File: src/design/dls_pkg.sv
// shared widths, register indexes and drive clamp for the dual lift sync block
package dls_pkg;

   localparam int POS_BITS  = 12;
   localparam int TARGET_W  = 13;
   localparam int GAIN_W    = 4;
   localparam int SLEW_W    = 7;
   localparam int DRIVE_W   = 8;
   localparam int DTGT_W    = DRIVE_W + 1;
   localparam int DRIVE_MAX = 127;

   // position error and its product with the gain
   localparam int DIFF_W = ((POS_BITS + 1 > TARGET_W) ? POS_BITS + 1 : TARGET_W) + 1;
   localparam int PROD_W = DIFF_W + GAIN_W + 1;

   localparam int CSR_IDX_W  = 2;
   localparam int CSR_DATA_W = TARGET_W;

   typedef enum logic [CSR_IDX_W-1:0] {
      CSR_TARGET = 2'd0,
      CSR_GAIN   = 2'd1,
      CSR_SLEW   = 2'd2
   } csr_index_type;

   typedef logic [POS_BITS-1:0]       pos_type;
   typedef logic signed [DRIVE_W-1:0] drive_type;
   typedef logic signed [DTGT_W-1:0]  dtgt_type;
   typedef logic signed [PROD_W-1:0]  wide_type;

   localparam wide_type CLAMP_HI = PROD_W'(DRIVE_MAX);
   localparam wide_type CLAMP_LO = -CLAMP_HI;

   function automatic drive_type clamp_drive(input wide_type v);
      drive_type r;
      if (v < CLAMP_LO) begin
         r = DRIVE_W'(CLAMP_LO);
      end else if (v > CLAMP_HI) begin
         r = DRIVE_W'(CLAMP_HI);
      end else begin
         r = DRIVE_W'(v);
      end
      return r;
   endfunction

endpackage

File: src/design/dls_if.sv
// valid/ready channel interfaces for position samples and drive results
interface dls_req_if;
   import dls_pkg::*;

   logic    valid;
   logic    ready;
   pos_type left_position;
   pos_type right_position;

   modport source (output valid, left_position, right_position, input ready);
   modport sink   (input valid, left_position, right_position, output ready);
endinterface

interface dls_rsp_if;
   import dls_pkg::*;

   logic      valid;
   logic      ready;
   drive_type left_drive;
   drive_type right_drive;
   dtgt_type  left_target;
   dtgt_type  right_target;

   modport source (output valid, left_drive, right_drive, left_target, right_target,
                   input ready);
   modport sink   (input valid, left_drive, right_drive, left_target, right_target,
                   output ready);
endinterface

File: src/design/dual_lift_sync_p_slew_core.sv
// Dual lift sync controller: cross-coupled proportional drive with slew limit.
//
// req_ch carries one control tick: the left and right lift position samples.
// rsp_ch returns one result per tick: the slewed left/right drives and the
// unslewed drive targets they moved toward.
// csr_* writes target_value (0), gain (1) and slew_step (2); other indexes
// are ignored. Write only while no tick is in flight.
//
// A tick is captured into an input stage register; its targets and new
// slewed drives are then formed combinationally and loaded into the result
// register, from which the result shows on rsp_ch. One tick is taken every
// cycle while the receiver keeps up; the slewed drive state is read and
// rewritten in the second stage as each tick advances.
//
// When the receiver stalls, the result register holds, the input stage
// fills and then req_ch.ready drops; no tick is lost or repeated.
// Reset clears both stages, sets the slewed drives to zero and loads the
// registers with target 0, gain 1 and slew step 8.
module dual_lift_sync_p_slew_core (
   input  logic                              clock,
   input  logic                              reset,
   dls_req_if.sink                           req_ch,
   dls_rsp_if.source                         rsp_ch,
   input  logic                              csr_we,
   input  logic [dls_pkg::CSR_IDX_W-1:0]     csr_index,
   input  logic [dls_pkg::CSR_DATA_W-1:0]    csr_wdata
);
   import dls_pkg::*;

   logic signed [TARGET_W-1:0] target_ff;
   logic [GAIN_W-1:0]          gain_ff;
   logic [SLEW_W-1:0]          slew_ff;

   logic    stg_valid_ff, stg_valid_in;
   pos_type stg_left_ff, stg_right_ff;

   logic      out_valid_ff, out_valid_in;
   dtgt_type  out_left_tgt_ff, out_right_tgt_ff;
   drive_type left_slewed_ff, left_slewed_in;
   drive_type right_slewed_ff, right_slewed_in;

   dtgt_type left_tgt, right_tgt;
   logic     stg_advance;
   logic     req_xfer;

   // base drive plus sync term for one side
   function automatic dtgt_type side_target(input pos_type own, input pos_type other,
                                            input logic signed [TARGET_W-1:0] tv,
                                            input logic [GAIN_W-1:0] g);
      logic signed [DIFF_W-1:0]   own_ext;
      logic signed [DIFF_W-1:0]   tv_ext;
      logic signed [DIFF_W-1:0]   err;
      logic signed [GAIN_W:0]     g_s;
      wide_type                   prod;
      logic signed [POS_BITS:0]   sync;
      drive_type                  base;
      drive_type                  sync_c;
      own_ext = $signed({{(DIFF_W - POS_BITS){1'b0}}, own});
      tv_ext  = $signed({{(DIFF_W - TARGET_W){tv[TARGET_W-1]}}, tv});
      err     = tv_ext - own_ext;
      g_s     = $signed({1'b0, g});
      prod    = err * g_s;
      sync    = $signed({1'b0, other}) - $signed({1'b0, own});
      // position mode when |target| is above the drive range
      if (tv > $signed(TARGET_W'(DRIVE_MAX)) || tv < -$signed(TARGET_W'(DRIVE_MAX))) begin
         base = clamp_drive(prod);
      end else begin
         base = DRIVE_W'(tv);
      end
      sync_c = clamp_drive(PROD_W'(sync));
      return $signed({base[DRIVE_W-1], base}) + $signed({sync_c[DRIVE_W-1], sync_c});
   endfunction

   function automatic drive_type slew_toward(input dtgt_type goal, input drive_type cur,
                                             input logic [SLEW_W-1:0] step);
      logic signed [DTGT_W:0] d;
      logic signed [DTGT_W:0] step_s;
      logic signed [DTGT_W:0] sum;
      d      = $signed({goal[DTGT_W-1], goal}) - $signed({{2{cur[DRIVE_W-1]}}, cur});
      step_s = $signed({{(DTGT_W + 1 - SLEW_W){1'b0}}, step});
      if (d > step_s) begin
         d = step_s;
      end else if (d < -step_s) begin
         d = -step_s;
      end
      sum = $signed({{2{cur[DRIVE_W-1]}}, cur}) + d;
      return clamp_drive(PROD_W'(sum));
   endfunction

   // configuration registers
   always_ff @(posedge clock) begin
      if (reset) begin
         target_ff <= '0;
         gain_ff   <= GAIN_W'(1);
         slew_ff   <= SLEW_W'(8);
      end else if (csr_we) begin
         case (csr_index_type'(csr_index))
            CSR_TARGET: target_ff <= $signed(csr_wdata[TARGET_W-1:0]);
            CSR_GAIN:   gain_ff   <= csr_wdata[GAIN_W-1:0];
            CSR_SLEW:   slew_ff   <= csr_wdata[SLEW_W-1:0];
            default:    ;
         endcase
      end
   end

   assign stg_advance   = stg_valid_ff && (!out_valid_ff || rsp_ch.ready);
   assign req_ch.ready  = !stg_valid_ff || stg_advance;
   assign req_xfer      = req_ch.valid && req_ch.ready;

   always_comb begin
      left_tgt        = side_target(stg_left_ff, stg_right_ff, target_ff, gain_ff);
      right_tgt       = side_target(stg_right_ff, stg_left_ff, target_ff, gain_ff);
      left_slewed_in  = slew_toward(left_tgt, left_slewed_ff, slew_ff);
      right_slewed_in = slew_toward(right_tgt, right_slewed_ff, slew_ff);
      stg_valid_in    = req_xfer || (stg_valid_ff && !stg_advance);
      out_valid_in    = stg_advance || (out_valid_ff && !rsp_ch.ready);
   end

   always_ff @(posedge clock) begin
      if (reset) begin
         stg_valid_ff    <= 1'b0;
         out_valid_ff    <= 1'b0;
         left_slewed_ff  <= '0;
         right_slewed_ff <= '0;
      end else begin
         stg_valid_ff <= stg_valid_in;
         out_valid_ff <= out_valid_in;
         if (stg_advance) begin
            left_slewed_ff  <= left_slewed_in;
            right_slewed_ff <= right_slewed_in;
         end
      end
   end

   always_ff @(posedge clock) begin
      if (req_xfer) begin
         stg_left_ff  <= req_ch.left_position;
         stg_right_ff <= req_ch.right_position;
      end
      if (stg_advance) begin
         out_left_tgt_ff  <= left_tgt;
         out_right_tgt_ff <= right_tgt;
      end
   end

   // the slewed drive state doubles as the result drive fields
   assign rsp_ch.valid        = out_valid_ff;
   assign rsp_ch.left_drive   = left_slewed_ff;
   assign rsp_ch.right_drive  = right_slewed_ff;
   assign rsp_ch.left_target  = out_left_tgt_ff;
   assign rsp_ch.right_target = out_right_tgt_ff;

`ifndef SYNTHESIS
   a_stall_holds_state: assert property (@(posedge clock) disable iff (reset)
      out_valid_ff && !rsp_ch.ready |=> $stable(left_slewed_ff) && $stable(right_slewed_ff))
      else $error("slewed drive changed while result stalled");

   a_drive_range: assert property (@(posedge clock) disable iff (reset)
      left_slewed_ff >= -$signed(DRIVE_W'(DRIVE_MAX)) &&
      left_slewed_ff <= $signed(DRIVE_W'(DRIVE_MAX)) &&
      right_slewed_ff >= -$signed(DRIVE_W'(DRIVE_MAX)) &&
      right_slewed_ff <= $signed(DRIVE_W'(DRIVE_MAX)))
      else $error("slewed drive out of range");

   a_full_backpressure: assert property (@(posedge clock) disable iff (reset)
      stg_valid_ff && out_valid_ff && !rsp_ch.ready |-> !req_ch.ready)
      else $error("input taken while both stages are full");

   a_advance_loads_result: assert property (@(posedge clock) disable iff (reset)
      stg_advance |=> out_valid_ff && rsp_ch.left_target == $past(left_tgt))
      else $error("result register missed an advancing tick");
`endif

endmodule

File: src/flat_wrapper.sv
// flat-port wrapper written by rule: the top's interface ports become plain ports
module dual_lift_sync_p_slew_core_flat import dls_pkg::*;
  (clock, reset, csr_we, csr_index, csr_wdata, req_ch_valid, req_ch_left_position, req_ch_right_position, req_ch_ready, rsp_ch_valid, rsp_ch_left_drive, rsp_ch_right_drive, rsp_ch_left_target, rsp_ch_right_target, rsp_ch_ready);
  dls_req_if req_ch_i ();
  dls_rsp_if rsp_ch_i ();
  input  logic clock;
  input  logic reset;
  input  logic csr_we;
  input  logic [dls_pkg::CSR_IDX_W-1:0] csr_index;
  input  logic [dls_pkg::CSR_DATA_W-1:0] csr_wdata;
  input wire logic [$bits(req_ch_i.valid)-1:0] req_ch_valid;
  input wire logic [$bits(req_ch_i.left_position)-1:0] req_ch_left_position;
  input wire logic [$bits(req_ch_i.right_position)-1:0] req_ch_right_position;
  output wire logic [$bits(req_ch_i.ready)-1:0] req_ch_ready;
  output wire logic [$bits(rsp_ch_i.valid)-1:0] rsp_ch_valid;
  output wire logic [$bits(rsp_ch_i.left_drive)-1:0] rsp_ch_left_drive;
  output wire logic [$bits(rsp_ch_i.right_drive)-1:0] rsp_ch_right_drive;
  output wire logic [$bits(rsp_ch_i.left_target)-1:0] rsp_ch_left_target;
  output wire logic [$bits(rsp_ch_i.right_target)-1:0] rsp_ch_right_target;
  input wire logic [$bits(rsp_ch_i.ready)-1:0] rsp_ch_ready;
  assign req_ch_i.valid = req_ch_valid;
  assign req_ch_i.left_position = req_ch_left_position;
  assign req_ch_i.right_position = req_ch_right_position;
  assign req_ch_ready = req_ch_i.ready;
  assign rsp_ch_valid = rsp_ch_i.valid;
  assign rsp_ch_left_drive = rsp_ch_i.left_drive;
  assign rsp_ch_right_drive = rsp_ch_i.right_drive;
  assign rsp_ch_left_target = rsp_ch_i.left_target;
  assign rsp_ch_right_target = rsp_ch_i.right_target;
  assign rsp_ch_i.ready = rsp_ch_ready;
  dual_lift_sync_p_slew_core u_core (.clock(clock), .reset(reset), .req_ch(req_ch_i), .rsp_ch(rsp_ch_i), .csr_we(csr_we), .csr_index(csr_index), .csr_wdata(csr_wdata));
endmodule
File: config.mk
export PLATFORM = sky130hd
export DESIGN_NAME = dual_lift_sync_p_slew_core_flat
export DESIGN_NICKNAME = d
export VERILOG_FILES = /design/src/design/dls_pkg.sv /design/src/design/dls_if.sv /design/src/design/dual_lift_sync_p_slew_core.sv /design/src/flat_wrapper.sv
export SDC_FILE = /design/constraint.sdc
export NUM_CORES = 1
export LEC_CHECK = 0
export BUFFER_PORTS_ARGS = -buffer_cell sky130_fd_sc_hd__buf_4
export CAP_MARGIN = 20
export CORE_MARGIN = 2
export CORE_UTILIZATION = 40
export CTS_BUF_LIST = sky130_fd_sc_hd__clkbuf_4
export DETAILED_ROUTE_END_ITERATION = 7
export PLACE_DENSITY = 0.65
export SYNTH_ARGS = -nofsm -noshare
export SYNTH_HDL_FRONTEND = slang
export SYNTH_SLANG_ARGS = --single-unit
File: constraint.sdc
create_clock -name clock -period 15.2 [get_ports clock]
set_clock_uncertainty 0.05 [all_clocks]
set_input_delay 1.52 -clock clock [delete_from_list [all_inputs] [get_ports clock]]
set_output_delay 1.52 -clock clock [all_outputs]
set_load 0.02 [all_outputs]
==> out/results.ini <==
[outcome]
run_status = finished, final reports clean

[sta]
slew_violations = 0
slew_headroom_pct = 27.38
fmax_mhz = 72.32
rsz0062_at_grt = false
hold_violations = 0
finalSetupTns_ns = 0
setup_viol = 0
hold_ws_ns = 0.4647
worst-slew-pin-transition_ns = 1.083
setup_slack_ns = 1.372
min_period_ns = 13.83
fin_crit_sh_pct = 90.98

[yosys]
avgSynthCellArea_um2 = 8.037
async_flop_share_pct = 0
synth-seq-cells = 84
synth.net_count = 2003
synth_edf_count = 42
synth_area_leaders = ha_1 19%, fa_1 10%, edfxtp_1 9.3%, inv_1 6.4%, dfxtp_1 6.2%
synth_area_leader_cell = ha_1
synth_ff_type = edfxtp_1
syn_inst = 1687
netlist.area_leader.share_pct = 18.82
yosysSeqAreaShare_pct = 15.50
yosys_warnings = 0
ys_types = 78
syn-cell-area_um2 = 13560

[min_path]
hold_class = reg2reg

[final_layout]
fillCellCount = 3313
syn2layout_area_growth_pct = 9.311
utilization_pct = 44.31
most-common-layout-cells = 232 x inv_1, 204 x ha_1, 132 x nor2_1
nets = 2059
final_common_cell = inv_1
drive_gt1_share_pct = 7.780

[worst_setup_path]
cp-end-kind = flip-flop
r2r-end = u_core.rsp_ch.right_drive[3]
r2r-start = u_core.stg_right_ff[1]
cp-startpoint = u_core.stg_right_ff[1]
rr_worst_depth = 56
required_ns = 15.57
crit_cells = 56
critPathTopFamily = compound AO/OA/AOI/OAI gates
critPathMaxFanout = 6
cp.buffers_inverters = 4
crit_path_top_delay_cell = a21boi_0
crit_path_start_kind = flip-flop
crit_arrival_ns = 14.20
r2r_setup_slack_ns = 1.37
slowest_delay_ns = 0.75
criticalPathCategory = reg2reg
crit_end = u_core.rsp_ch.right_drive[3]

[route]
postRouteAntennaNets = 0
drc = 0
firstDrtPassIters = 7
dr.first_iter.drc_count = 692
via_per_inst = 5.426
drt_wl_total_um = 36800
vias = 11931
wl_per_cell_um = 16.73

[place]
dpl_worst_slack_ns = 1.545
portBuffers = 79
detailed_place_hpwl_um = 30570
gp_congestion = 0.9624

[cts]
cts_tree = done
hold_buffers = 0
cts.sinks = 84
clockBufferDepth = 2
ctsResizeCount = 0
path_clk_slew_ns = 0.15
htreeDepth = 3
clock-root-buffer = clkbuf_4
clock_latency_ns = 0.51
post_cts.repair.setup_buffers = 0
cts_made_buffers = 9

[floorplan]
die_area_um2 = 35390
pin_count = 80
rows = 67
start_util_pct = 40.54
die_h_um = 188.1
die_x_um = 188.1
coreArea_um2 = 33450

[grt]
grt_antenna_before_repair = 3
grt_pass1_vias = 11428
grt_pass1_wl_um = 59040
grt_start_max_net_pins = 43
grtUsageTotal_pct = 20.76
grt-ovfl-total = 0

[power_and_ir_drop]
power_density_nw_per_um2 = 163.3
max-vdd-ir-drop_uv = 248.4
leakagePower_nw = 7.075

[job]
cap_violations = 0

==> report_power, final <==
group	total [W]	internal (W)	switching, W
clock	0.000170	0.0000826	0.0000873
sequential	0.000295	0.000271	0.0000237
combinational	0.00196	0.000808	0.00115
==> synth_stat cells, drive strengths merged, types with 9 or more instances <==
cell	count
mux2i	17
o31a	9
a21boi	13
nand3	16
xor2	33
xnor2	58
o21a	34
o211ai	11
and2	78
a21o	41
nor2	132
fa	68
nand2b	23
or3	11
or2	10
o21bai	16
dfxtp	42
edfxtp	42
a31oi	11
a21oi	115
nor2b	47
a211oi	22
o21ai	91
nand4	15
a221oi	13
ha	204
nor3	31
clkbuf	36
nand2	109
inv	232
==> registers in the layout (all words and copies together) (netlist names) <==
register	flops
u_core.stg_left_ff	12
u_core.stg_valid_ff	1
u_core.rsp_ch.valid	1
u_core.rsp_ch.right_drive	8
u_core.slew_ff	7
u_core.rsp_ch.left_target	9
u_core.gain_ff	4
u_core.target_ff	13
u_core.rsp_ch.right_target	9
u_core.rsp_ch.left_drive	8
u_core.stg_right_ff	12
==> routing by layer <==
layer  up-vias  global-route usage, %  wire, um
met1      5612                  27.64     17060
met4         0                  6.935      1033
met2       295                  34.70     17030
met3        58                  2.658      1674
met5         -                      0         0
li1       5966                      -         -
==> layout make-up <==
type | instances | area, um2 | area share, %
clock inverters | 7 | 115.1 | 0.7766
well taps | 448 | 560.5 | 3.782
inverters | 233 | 874.6 | 5.901
flip-flops and latches | 84 | 2102 | 14.18
repair buffers | 85 | 658.1 | 4.440
clock buffers | 9 | 67.56 | 0.4559
multi-input cells | 1330 | 10440 | 70.41
diodes | 3 | 7.507 | 0.05065
==> stage by stage <==
step / power [W] / area (um2) / instances
3_3_place_gp: 0.002186 / 14600 / 2179
4_1_cts: 0.002409 / 14790 / 2195
5_1_grt: 0.002670 / 14820 / 2199
3_5_place_dp: 0.002225 / 14600 / 2179
6_report: 0.002420 / 14820 / 2199
2_1_floorplan: 0.001781 / 13560 / 1687
==> worst reg2reg max path: cells and delay by family, from the launching register on <==
family | cells | cell delay, ns
simple gates | 9 | 1.53
fa+ha+maj | 11 | 3.69
xor+xnor | 4 | 0.92
compound gates | 27 | 6.50
buf+inv | 4 | 0.35
flops | 1 | 0.51
mux | 1 | 0.22
==> worst min path at each step <==
stage	from	to	slack, ns	depth (start not counted)
final	u_core.target_ff[0]	u_core.target_ff[0]	0.46	2
after detailed placement	u_core.target_ff[0]	u_core.target_ff[0]	0.44	2
after floorplan	u_core.target_ff[0]	u_core.target_ff[0]	0.41	2
after global routing	u_core.stg_valid_ff	u_core.rsp_ch.valid	0.52	2
after CTS	u_core.target_ff[0]	u_core.target_ff[0]	0.46	2
after global placement	u_core.target_ff[0]	u_core.target_ff[0]	0.44	2
==> kinds of logic (layout without fill, tap and decap cells) <==
| logic type | after synthesis | in the layout | share of synthesized area, % |
|---|---|---|---|
| AND/OR/NAND/NOR | 507 | 507 | 18.94 |
| AO/OA/AOI/OAI | 439 | 439 | 21.60 |
| adder cells (fa/ha/maj) | 273 | 273 | 28.95 |
| buffers and inverters | 273 | 334 | 7.567 |
| XOR/XNOR | 91 | 91 | 5.933 |
| flip-flops | 84 | 84 | 15.50 |
| multiplexers | 20 | 20 | 1.504 |
| other | 0 | 3 | 0 |
(Power assumes the default switching activity.)
